## config.mk

```make
export PLATFORM = sky130hd
export DESIGN_NAME = lru_key_value_cache_flat
export DESIGN_NICKNAME = d
export VERILOG_FILES = /design/src/rtl/lkv_pkg.sv /design/src/rtl/lkv_stream_if.sv /design/src/rtl/lkv_ram.sv /design/src/rtl/lkv_ctrl.sv /design/src/rtl/lkv_dpath.sv /design/src/rtl/lru_key_value_cache.sv /design/src/flat_wrapper.sv
export SDC_FILE = /design/constraint.sdc
export NUM_CORES = 1
export LEC_CHECK = 0
export BUFFER_PORTS_ARGS = -buffer_cell sky130_fd_sc_hd__buf_2
export CAP_MARGIN = 5
export CORE_ASPECT_RATIO = 0.6
export CORE_MARGIN = 4
export CORE_UTILIZATION = 39
export DETAILED_ROUTE_END_ITERATION = 8
export PLACE_DENSITY = 0.79
export SLEW_MARGIN = 20
export SYNTH_ARGS = -nofsm -noshare
export SYNTH_HDL_FRONTEND = slang
export SYNTH_SLANG_ARGS = --single-unit
```

## constraint.sdc

```tcl
create_clock -name clk -period 2.2 [get_ports clk]
set_clock_uncertainty 0.2 [all_clocks]
set_input_delay 0.22 -clock clk [delete_from_list [all_inputs] [get_ports clk]]
set_output_delay 0.22 -clock clk [all_outputs]
set_load 0.03 [all_outputs]
```

## src/rtl/lkv_pkg.sv

```systemverilog
// ============================================================================
// LRU key/value cache package
// Payload types, command and status groups and fixed constants.
// ============================================================================
`default_nettype none

package lkv_pkg;

	// Operation codes
	localparam logic CMD_GET = 1'b0;
	localparam logic CMD_PUT = 1'b1;

	// Configuration port
	localparam int APB_ADDR_W = 3;
	localparam int APB_DATA_W = 32;
	localparam logic [0:0] REG_CAPACITY = 1'b0;

	// Capacity register
	localparam int CAP_W = 5;
	localparam logic [CAP_W-1:0] CAP_RESET = 5'd16;

	// Value returned on a get miss
	localparam logic signed [31:0] VALUE_MISS = -32'sd1;

	typedef struct packed {
		logic               cmd;
		logic signed [31:0] key_in;
		logic signed [31:0] value_in;
	} req_t;

	typedef struct packed {
		logic               found;
		logic signed [31:0] value_out;
		logic               evicted;
		logic signed [31:0] evicted_key;
	} rsp_t;

	// Controller to datapath
	typedef struct packed {
		logic load;
		logic scan;
		logic commit;
	} ctl_cmd_t;

	// Datapath to controller
	typedef struct packed {
		logic scan_done;
		logic out_busy;
	} ctl_sts_t;

endpackage

`default_nettype wire

```

## src/rtl/lkv_stream_if.sv

```systemverilog
// ============================================================================
// LRU key/value cache stream channel
// Valid/ready channel carrying one payload beat.
// ============================================================================
`default_nettype none

interface lkv_stream_if #(
	parameter type payload_t = logic
) ();

	logic     valid;
	logic     ready;
	payload_t payload;

	modport source (output valid, output payload, input ready);
	modport sink (input valid, input payload, output ready);

endinterface

`default_nettype wire

```

## src/rtl/lkv_ram.sv

```systemverilog
// ============================================================================
// LRU key/value cache RAM
// Generic simple dual-port RAM with one write port and a registered read.
// ============================================================================
`default_nettype none

module lkv_ram #(
	parameter int WIDTH = 64,
	parameter int DEPTH = 16,
	localparam int AW = (DEPTH > 1) ? $clog2(DEPTH) : 1
) (
	input  wire logic             clk,
	input  wire logic             we,
	input  wire logic [AW-1:0]    waddr,
	input  wire logic [WIDTH-1:0] wdata,
	input  wire logic [AW-1:0]    raddr,
	output logic      [WIDTH-1:0] rdata
);

	logic [WIDTH-1:0] mem_q [DEPTH];
	logic [WIDTH-1:0] rdata_q;

	// Write one word, read one word through the output register
	always_ff @(posedge clk) begin
		if (we) begin
			mem_q[waddr] <= wdata;
		end
		rdata_q <= mem_q[raddr];
	end

	assign rdata = rdata_q;

endmodule

`default_nettype wire

```

## src/rtl/lkv_ctrl.sv

```systemverilog
// ============================================================================
// LRU key/value cache controller
// Sequences accept, key scan and commit for one operation at a time.
// ============================================================================
`default_nettype none

module lkv_ctrl (
	input  wire logic              clk,
	input  wire logic              arst_n,
	input  wire logic              req_valid,
	output logic                   req_ready,
	input  wire lkv_pkg::ctl_sts_t sts,
	output lkv_pkg::ctl_cmd_t      ctl
);

	import lkv_pkg::*;

	localparam logic [1:0] ST_IDLE   = 2'd0;
	localparam logic [1:0] ST_SCAN   = 2'd1;
	localparam logic [1:0] ST_COMMIT = 2'd2;

	logic [1:0] state_q;
	logic [1:0] state_d;

	// Next state and commands
	always_comb begin
		state_d    = state_q;
		ctl.load   = 1'b0;
		ctl.scan   = 1'b0;
		ctl.commit = 1'b0;
		req_ready  = 1'b0;
		unique case (state_q)
			ST_IDLE: begin
				req_ready = 1'b1;
				if (req_valid) begin
					ctl.load = 1'b1;
					state_d  = ST_SCAN;
				end
			end
			ST_SCAN: begin
				ctl.scan = 1'b1;
				if (sts.scan_done) begin
					state_d = ST_COMMIT;
				end
			end
			ST_COMMIT: begin
				// hold until the output register is free
				if (!sts.out_busy) begin
					ctl.commit = 1'b1;
					state_d    = ST_IDLE;
				end
			end
			default: begin
				state_d = ST_IDLE;
			end
		endcase
	end

	always_ff @(posedge clk or negedge arst_n) begin
		if (!arst_n) begin
			state_q <= ST_IDLE;
		end else begin
			state_q <= state_d;
		end
	end

endmodule

`default_nettype wire

```

## src/rtl/lkv_dpath.sv

```systemverilog
// ============================================================================
// LRU key/value cache datapath
// Entry RAM, valid and rank cells, scan trackers and the result register.
// ============================================================================
`default_nettype none

module lkv_dpath #(
	parameter int MAX_ENTRIES = 16
) (
	input  wire logic                       clk,
	input  wire logic                       arst_n,
	input  wire lkv_pkg::ctl_cmd_t          ctl,
	output lkv_pkg::ctl_sts_t               sts,
	input  wire lkv_pkg::req_t              req_payload,
	input  wire logic [lkv_pkg::CAP_W-1:0]  cap,
	input  wire logic                       rsp_ready,
	output logic                            rsp_valid,
	output lkv_pkg::rsp_t                   rsp_payload
);

	import lkv_pkg::*;

	localparam int AW = (MAX_ENTRIES > 1) ? $clog2(MAX_ENTRIES) : 1;
	localparam int RW = (MAX_ENTRIES > 1) ? $clog2(MAX_ENTRIES) : 1;
	localparam int CW = $clog2(MAX_ENTRIES + 1);
	localparam int EW = ((CW > CAP_W) ? CW : CAP_W) + 1;
	localparam int DW = 64;

	// Operation being worked
	logic               op_cmd_q;
	logic signed [31:0] op_key_q;
	logic signed [31:0] op_val_q;

	// Entry state
	logic          valid_q [MAX_ENTRIES];
	logic [RW-1:0] rank_q  [MAX_ENTRIES];
	logic [CW-1:0] count_q;

	// Scan pointer and read pipeline
	logic [AW:0]   issue_cnt_q;
	logic          issue_en;
	logic          rd_vld_s1;
	logic [AW-1:0] rd_idx_s1;
	logic [DW-1:0] rdata;
	logic [31:0]   rd_key;
	logic [31:0]   rd_val;

	// Scan results
	logic          hit_q;
	logic [AW-1:0] hit_idx_q;
	logic [RW-1:0] hit_rank_q;
	logic [31:0]   hit_val_q;
	logic          free_q;
	logic [AW-1:0] free_idx_q;
	logic          lru_q;
	logic [AW-1:0] lru_idx_q;
	logic [RW-1:0] lru_rank_q;
	logic [31:0]   lru_key_q;

	// Commit decision
	logic [EW-1:0] cap_e;
	logic [EW-1:0] max_e;
	logic [EW-1:0] eff_cap;
	logic          room;
	logic [AW-1:0] slot;
	logic [CW-1:0] promo_rank;
	logic          promote_en;
	logic          set_valid;
	logic          wr_en;
	rsp_t          res;

	// Result register
	logic rsp_valid_q;
	rsp_t rsp_q;

	assign issue_en = ctl.scan && (issue_cnt_q < (AW+1)'(MAX_ENTRIES));
	assign rd_key   = rdata[DW-1:32];
	assign rd_val   = rdata[31:0];

	lkv_ram #(
		.WIDTH (DW),
		.DEPTH (MAX_ENTRIES)
	) u_ram (
		.clk   (clk),
		.we    (wr_en && ctl.commit),
		.waddr (slot),
		.wdata ({op_key_q, op_val_q}),
		.raddr (issue_cnt_q[AW-1:0]),
		.rdata (rdata)
	);

	// Capture the operation
	always_ff @(posedge clk) begin
		if (ctl.load) begin
			op_cmd_q <= req_payload.cmd;
			op_key_q <= req_payload.key_in;
			op_val_q <= req_payload.value_in;
		end
	end

	// Advance the scan pointer and the read pipeline
	always_ff @(posedge clk or negedge arst_n) begin
		if (!arst_n) begin
			issue_cnt_q <= '0;
			rd_vld_s1   <= 1'b0;
			rd_idx_s1   <= '0;
		end else if (ctl.load) begin
			issue_cnt_q <= '0;
			rd_vld_s1   <= 1'b0;
		end else begin
			rd_vld_s1 <= issue_en;
			if (issue_en) begin
				rd_idx_s1   <= issue_cnt_q[AW-1:0];
				issue_cnt_q <= issue_cnt_q + 1'b1;
			end
		end
	end

	assign sts.scan_done = rd_vld_s1 && (rd_idx_s1 == AW'(MAX_ENTRIES - 1));

	// Track first hit, first free entry and least recent entry
	always_ff @(posedge clk or negedge arst_n) begin
		if (!arst_n) begin
			hit_q  <= 1'b0;
			free_q <= 1'b0;
			lru_q  <= 1'b0;
		end else if (ctl.load) begin
			hit_q  <= 1'b0;
			free_q <= 1'b0;
			lru_q  <= 1'b0;
		end else if (rd_vld_s1) begin
			if (valid_q[rd_idx_s1] && (rd_key == op_key_q) && !hit_q) begin
				hit_q <= 1'b1;
			end
			if (!valid_q[rd_idx_s1] && !free_q) begin
				free_q <= 1'b1;
			end
			if (valid_q[rd_idx_s1]) begin
				lru_q <= 1'b1;
			end
		end
	end

	always_ff @(posedge clk) begin
		if (rd_vld_s1) begin
			if (valid_q[rd_idx_s1] && (rd_key == op_key_q) && !hit_q) begin
				hit_idx_q  <= rd_idx_s1;
				hit_rank_q <= rank_q[rd_idx_s1];
				hit_val_q  <= rd_val;
			end
			if (!valid_q[rd_idx_s1] && !free_q) begin
				free_idx_q <= rd_idx_s1;
			end
			// keep the lowest index among equal highest ranks
			if (valid_q[rd_idx_s1] && (!lru_q || (rank_q[rd_idx_s1] > lru_rank_q))) begin
				lru_idx_q  <= rd_idx_s1;
				lru_rank_q <= rank_q[rd_idx_s1];
				lru_key_q  <= rd_key;
			end
		end
	end

	// Clamp the capacity to one .. MAX_ENTRIES
	assign cap_e   = EW'(cap);
	assign max_e   = EW'(MAX_ENTRIES);
	assign eff_cap = (cap_e == '0) ? EW'(1) : ((cap_e > max_e) ? max_e : cap_e);
	assign room    = EW'(count_q) < eff_cap;

	// Pick the target entry and the result
	always_comb begin
		slot            = hit_idx_q;
		promo_rank      = CW'(hit_rank_q);
		promote_en      = 1'b0;
		set_valid       = 1'b0;
		wr_en           = 1'b0;
		res.found       = 1'b0;
		res.value_out   = '0;
		res.evicted     = 1'b0;
		res.evicted_key = '0;
		priority if (op_cmd_q == CMD_GET) begin
			res.found     = hit_q;
			res.value_out = hit_q ? $signed(hit_val_q) : VALUE_MISS;
			promote_en    = hit_q;
		end else if (hit_q) begin
			res.found  = 1'b1;
			wr_en      = 1'b1;
			promote_en = 1'b1;
		end else if (room && free_q) begin
			slot       = free_idx_q;
			promo_rank = count_q;
			set_valid  = 1'b1;
			wr_en      = 1'b1;
			promote_en = 1'b1;
		end else if (lru_q) begin
			slot            = lru_idx_q;
			promo_rank      = CW'(lru_rank_q);
			res.evicted     = 1'b1;
			res.evicted_key = $signed(lru_key_q);
			wr_en           = 1'b1;
			promote_en      = 1'b1;
		end else begin
			// no valid entry and no room: fill entry zero
			slot       = '0;
			promo_rank = count_q;
			set_valid  = 1'b1;
			wr_en      = 1'b1;
			promote_en = 1'b1;
		end
	end

	// Promote the target, age the more recent entries
	always_ff @(posedge clk or negedge arst_n) begin
		if (!arst_n) begin
			for (int i = 0; i < MAX_ENTRIES; i++) begin
				valid_q[i] <= 1'b0;
				rank_q[i]  <= '0;
			end
			count_q <= '0;
		end else if (ctl.commit) begin
			if (promote_en) begin
				for (int i = 0; i < MAX_ENTRIES; i++) begin
					if (AW'(i) == slot) begin
						rank_q[i] <= '0;
					end else if (valid_q[i] && (CW'(rank_q[i]) < promo_rank)) begin
						rank_q[i] <= rank_q[i] + 1'b1;
					end
				end
			end
			if (set_valid) begin
				valid_q[slot] <= 1'b1;
				count_q       <= count_q + 1'b1;
			end
		end
	end

	// Hold the result until the beat is taken
	always_ff @(posedge clk or negedge arst_n) begin
		if (!arst_n) begin
			rsp_valid_q <= 1'b0;
		end else if (ctl.commit) begin
			rsp_valid_q <= 1'b1;
		end else if (rsp_ready) begin
			rsp_valid_q <= 1'b0;
		end
	end

	always_ff @(posedge clk) begin
		if (ctl.commit) begin
			rsp_q <= res;
		end
	end

	assign sts.out_busy = rsp_valid_q && !rsp_ready;
	assign rsp_valid    = rsp_valid_q;
	assign rsp_payload  = rsp_q;

endmodule

`default_nettype wire

```

## src/rtl/lru_key_value_cache.sv

```systemverilog
// ============================================================================
// LRU key/value cache
// Fully associative key/value store with least-recently-used replacement.
// ============================================================================
//
//  channel  dir  beat                               handshake
//  -------  ---  ---------------------------------  -------------------------
//  req      in   cmd, key_in, value_in              valid & ready
//  rsp      out  found, value_out, evicted, key     valid & ready
//  apb      in   capacity_in_use at byte address 0  psel & penable & pwrite
//
//  Operations run one at a time: accept, a key scan through the entry RAM
//  read port, and commit; the result register is loaded at commit, and
//  the next operation is accepted only after that commit.
//  req.ready is high only while no operation is in flight.
//  Reset clears valid bits, ranks and the count; stale RAM words stay masked.
//  A stalled rsp beat holds the commit of the next operation.
//
`default_nettype none

module lru_key_value_cache #(
	parameter int MAX_ENTRIES = 16
) (
	input  wire logic                             clk,
	input  wire logic                             arst_n,
	lkv_stream_if.sink                            req,
	lkv_stream_if.source                          rsp,
	input  wire logic                             psel,
	input  wire logic                             penable,
	input  wire logic                             pwrite,
	input  wire logic [lkv_pkg::APB_ADDR_W-1:0]   paddr,
	input  wire logic [lkv_pkg::APB_DATA_W-1:0]   pwdata,
	output logic      [lkv_pkg::APB_DATA_W-1:0]   prdata,
	output logic                                  pready
);

	import lkv_pkg::*;

	logic [CAP_W-1:0] cap_q;
	logic             reg_sel;
	ctl_cmd_t         ctl;
	ctl_sts_t         sts;
	req_t             req_beat;
	rsp_t             rsp_beat;

	assign pready   = 1'b1;
	assign reg_sel  = (paddr[APB_ADDR_W-1:2] == REG_CAPACITY);
	assign req_beat = req.payload;

	// Write the capacity register
	always_ff @(posedge clk or negedge arst_n) begin
		if (!arst_n) begin
			cap_q <= CAP_RESET;
		end else if (psel && penable && pwrite && pready && reg_sel) begin
			cap_q <= pwdata[CAP_W-1:0];
		end
	end

	// Read back the capacity register
	assign prdata = reg_sel ? APB_DATA_W'(cap_q) : '0;

	lkv_ctrl u_ctrl (
		.clk       (clk),
		.arst_n    (arst_n),
		.req_valid (req.valid),
		.req_ready (req.ready),
		.sts       (sts),
		.ctl       (ctl)
	);

	lkv_dpath #(
		.MAX_ENTRIES (MAX_ENTRIES)
	) u_dpath (
		.clk         (clk),
		.arst_n      (arst_n),
		.ctl         (ctl),
		.sts         (sts),
		.req_payload (req_beat),
		.cap         (cap_q),
		.rsp_ready   (rsp.ready),
		.rsp_valid   (rsp.valid),
		.rsp_payload (rsp_beat)
	);

	assign rsp.payload = rsp_beat;

endmodule

`default_nettype wire

```

## src/flat_wrapper.sv

```systemverilog
// flat-port wrapper written by rule: the top's interface ports become plain ports
module lru_key_value_cache_flat import lkv_pkg::*;
#(
	parameter int MAX_ENTRIES = 16
)
  (clk, arst_n, psel, penable, pwrite, paddr, pwdata, prdata, pready, req_valid, req_payload, req_ready, rsp_valid, rsp_payload, rsp_ready);
  lkv_stream_if req_i ();
  lkv_stream_if rsp_i ();
  input  wire logic clk;
  input  wire logic arst_n;
  input  wire logic psel;
  input  wire logic penable;
  input  wire logic pwrite;
  input  wire logic [lkv_pkg::APB_ADDR_W-1:0] paddr;
  input  wire logic [lkv_pkg::APB_DATA_W-1:0] pwdata;
  output logic      [lkv_pkg::APB_DATA_W-1:0] prdata;
  output logic pready;
  input wire logic [$bits(req_i.valid)-1:0] req_valid;
  input wire logic [$bits(req_i.payload)-1:0] req_payload;
  output wire logic [$bits(req_i.ready)-1:0] req_ready;
  output wire logic [$bits(rsp_i.valid)-1:0] rsp_valid;
  output wire logic [$bits(rsp_i.payload)-1:0] rsp_payload;
  input wire logic [$bits(rsp_i.ready)-1:0] rsp_ready;
  assign req_i.valid = req_valid;
  assign req_i.payload = req_payload;
  assign req_ready = req_i.ready;
  assign rsp_valid = rsp_i.valid;
  assign rsp_payload = rsp_i.payload;
  assign rsp_i.ready = rsp_ready;
  lru_key_value_cache #(.MAX_ENTRIES(MAX_ENTRIES)) u_core (.clk(clk), .arst_n(arst_n), .req(req_i), .rsp(rsp_i), .psel(psel), .penable(penable), .pwrite(pwrite), .paddr(paddr), .pwdata(pwdata), .prdata(prdata), .pready(pready));
endmodule
```

==> flow_summary.ini <==
[layout]
nets = 165
layout-drive-gt1-share = 0.283
n_antenna_cell = 0
fin_util = 0.484
final_area_sq_mm = 0.00112
syn_to_final_growth_pct = 10.5

[floorplanning]
ioPinCount = 79
rows = 13
die_y_um = 47.4
dieArea_sq_mm = 0.00350
start_util = 0.438
dieWidth_um = 73.7
coreArea_sq_mm = 0.00231

[run_status]
status = complete, no violations

[job]
cap_violations = 0

[grt]
antenna_found_initial = 0
grt_pass1_vias = 544
grt-ovfl-total = 0
grt_use_total = 0.105
grt_pass1_wl_um = 2570
grt_max_degree = 19

[power_and_ir_drop]
powerDensity_mw_per_mm2 = 1220
power.total_mw = 1.36
power.leakage_nw = 0.570
peakVddDrop_uv = 378

[clock_network]
clkLatencyLatePin_ns = 0.25
cts.clk_slew.worst_paths_ns = 0.06
post-cts-setup-buffers = 0
cts_buffers = 3
cts_buffer_depth = 2
cts_sinks = 18
cts_tree = built
cts-root-buf = clkbuf_8
htree_levels = 1

[synthesis]
synth_warnings = 0
synth_area_per_cell_sq_um = 10.5
synth_compound_area_frac = 0.0458
synthMuxAreaShare = 0.121
ys_seq_area_frac = 0.447
synthSimpleGateAreaFrac = 0.130
async_reset_ff_frac = 1.00
synth_area_leaders = dfrtp_1, buf_4, mux2_2
synth_edf_count = 0
synthFlopType = dfrtp_1
syn_area_sq_mm = 0.00101
synth_cells = 96
ys_ff_latch = 18
synth_top_family_by_area = buffers and inverters
synth_xor_area_frac = 0.00866
yosysMostFrequentCell = buf_4
synth.largest_area_cell = dfrtp_1
synth_common_cells = buf_4, dfrtp_1, mux2_2
synth.top_cell.area_share = 0.421
synth_cell_types = 25
synth_fa_ha_area_frac = 0.0124

[placement]
dp_hpwl_um = 1390
place_area_sq_mm = 0.00102
io_buffers = 19
gp_congestion = 0.736

[routing]
via_count = 641
dr.pass1.iters = 4
routed_via_density = 4.27
drt-total-wl_um = 1770
postRouteAntennaNets = 0
wire_per_inst_um = 11.8
drt_iter0_markers = 39
drc_errors = 0

[timing]
setup_viol = 0
rsz0062_at_grt = false
whs_ns = 0.0111
fmax_mhz = 547
drv_slew = 0
period_share = 0.830
tns_ns = 0
period_needed_ns = 1.83
hold_violations = 0

[worst_setup_path]
crit_required_ns = 2.14
crit_slowest_cell = or3b_1
startpoint_type = flip-flop
critPathMaxStageDelay_ns = 0.52
worstPathArrival_ns = 1.76
critPathKind = reg -> reg
path_cells = or3b_1 -> inv_1 -> mux2_2
regToRegSetupSlack_ns = 0.37
crit_path_max_fanout = 7
path_delay_family = simple AND/OR/NAND/NOR gates
critPathBufInv = 1
end_kind = flip-flop

[hold_path]
min_path_type = in -> reg
[sequential cells by signal, summed over array words and instances, names as in the netlist]
register,cells
u_core.u_dpath.issue_cnt_q,5
u_core.u_ctrl.state_q,2
u_core.u_dpath.rd_vld_s1,1
u_core.u_dpath.rd_idx_s1,4
u_core.u_dpath.rsp_valid,1
u_core.cap_q,5
[per-layer routing]
metal | vias to the layer above | wire length [um] | GRT usage | share of wire
met5 | - | 0 | 0 | 0
met4 | 0 | 27 | 0.0542 | 0.015
met3 | 2 | 151 | 0.0377 | 0.086
met2 | 29 | 893 | 0.162 | 0.51
met1 | 304 | 692 | 0.132 | 0.39
li1 | 306 | - | - | -
[report_power, final]
| part | switching, mW | internal, mW |
|---|---|---|
| clock | 0.105 | 0.159 |
| sequential | 0.108 | 0.463 |
| combinational | 0.290 | 0.234 |
| total | 0.502 | 0.856 |
[metrics by stage]
step / std cells / worst slack (ns)
after floorplan: 123 / 0.511
after global placement: 142 / 0.437
after detailed placement: 142 / 0.391
after CTS: 150 / 0.359
after global routing: 150 / 0.310
final: 150 / 0.373
[logic make-up after synthesis]
family,after synthesis
other cells,2
xor+xnor,1
fa+ha+maj,1
mux,11
compound gates,7
flops,18
simple gates,24
buf+inv,32
[layout make-up]
type / count / area (sq um)
fillers: 212 / 1190
well taps: 30 / 37.5
multi-input cells: 73 / 430
flip-flops and latches: 18 / 452
repair buffers: 23 / 135
clock buffers: 4 / 55.1
inverters: 2 / 7.51
[cell usage in the layout (no fill, tap or decap), types with 3 or more instances in the layout]
master / n
clkbuf_8: 4
buf_2: 19
conb_1: 29
nor2_1: 7
nor2b_1: 6
mux2_2: 10
dfrtp_1: 17
nand2b_1: 3
dlygate4sd3_1: 4
[final timing paths]
kind,from,endpoint,cells after the start
min in group asynchronous,arst_n,u_core.cap_q[2],2
worst max register to register,u_core.u_ctrl.state_q[1],u_core.u_dpath.rd_idx_s1[3],3
max in group asynchronous,arst_n,u_core.cap_q[4],2
worst max-delay path,u_core.u_ctrl.state_q[1],u_core.u_dpath.rd_idx_s1[3],3
worst min register to register,u_core.u_dpath.rsp_valid,u_core.u_dpath.rsp_valid,2
worst min-delay path,pwdata[0],u_core.cap_q[0],2
[what timing repair did]
| action | in CTS | in global routing |
|---|---|---|
| endpoints found under the hold margin | 21 | 0 |
| hold buffers | 4 | 0 |
| endpoints found under the setup margin | 0 | 0 |
| resized for setup | 0 | 0 |
(Power assumes the default switching activity.)
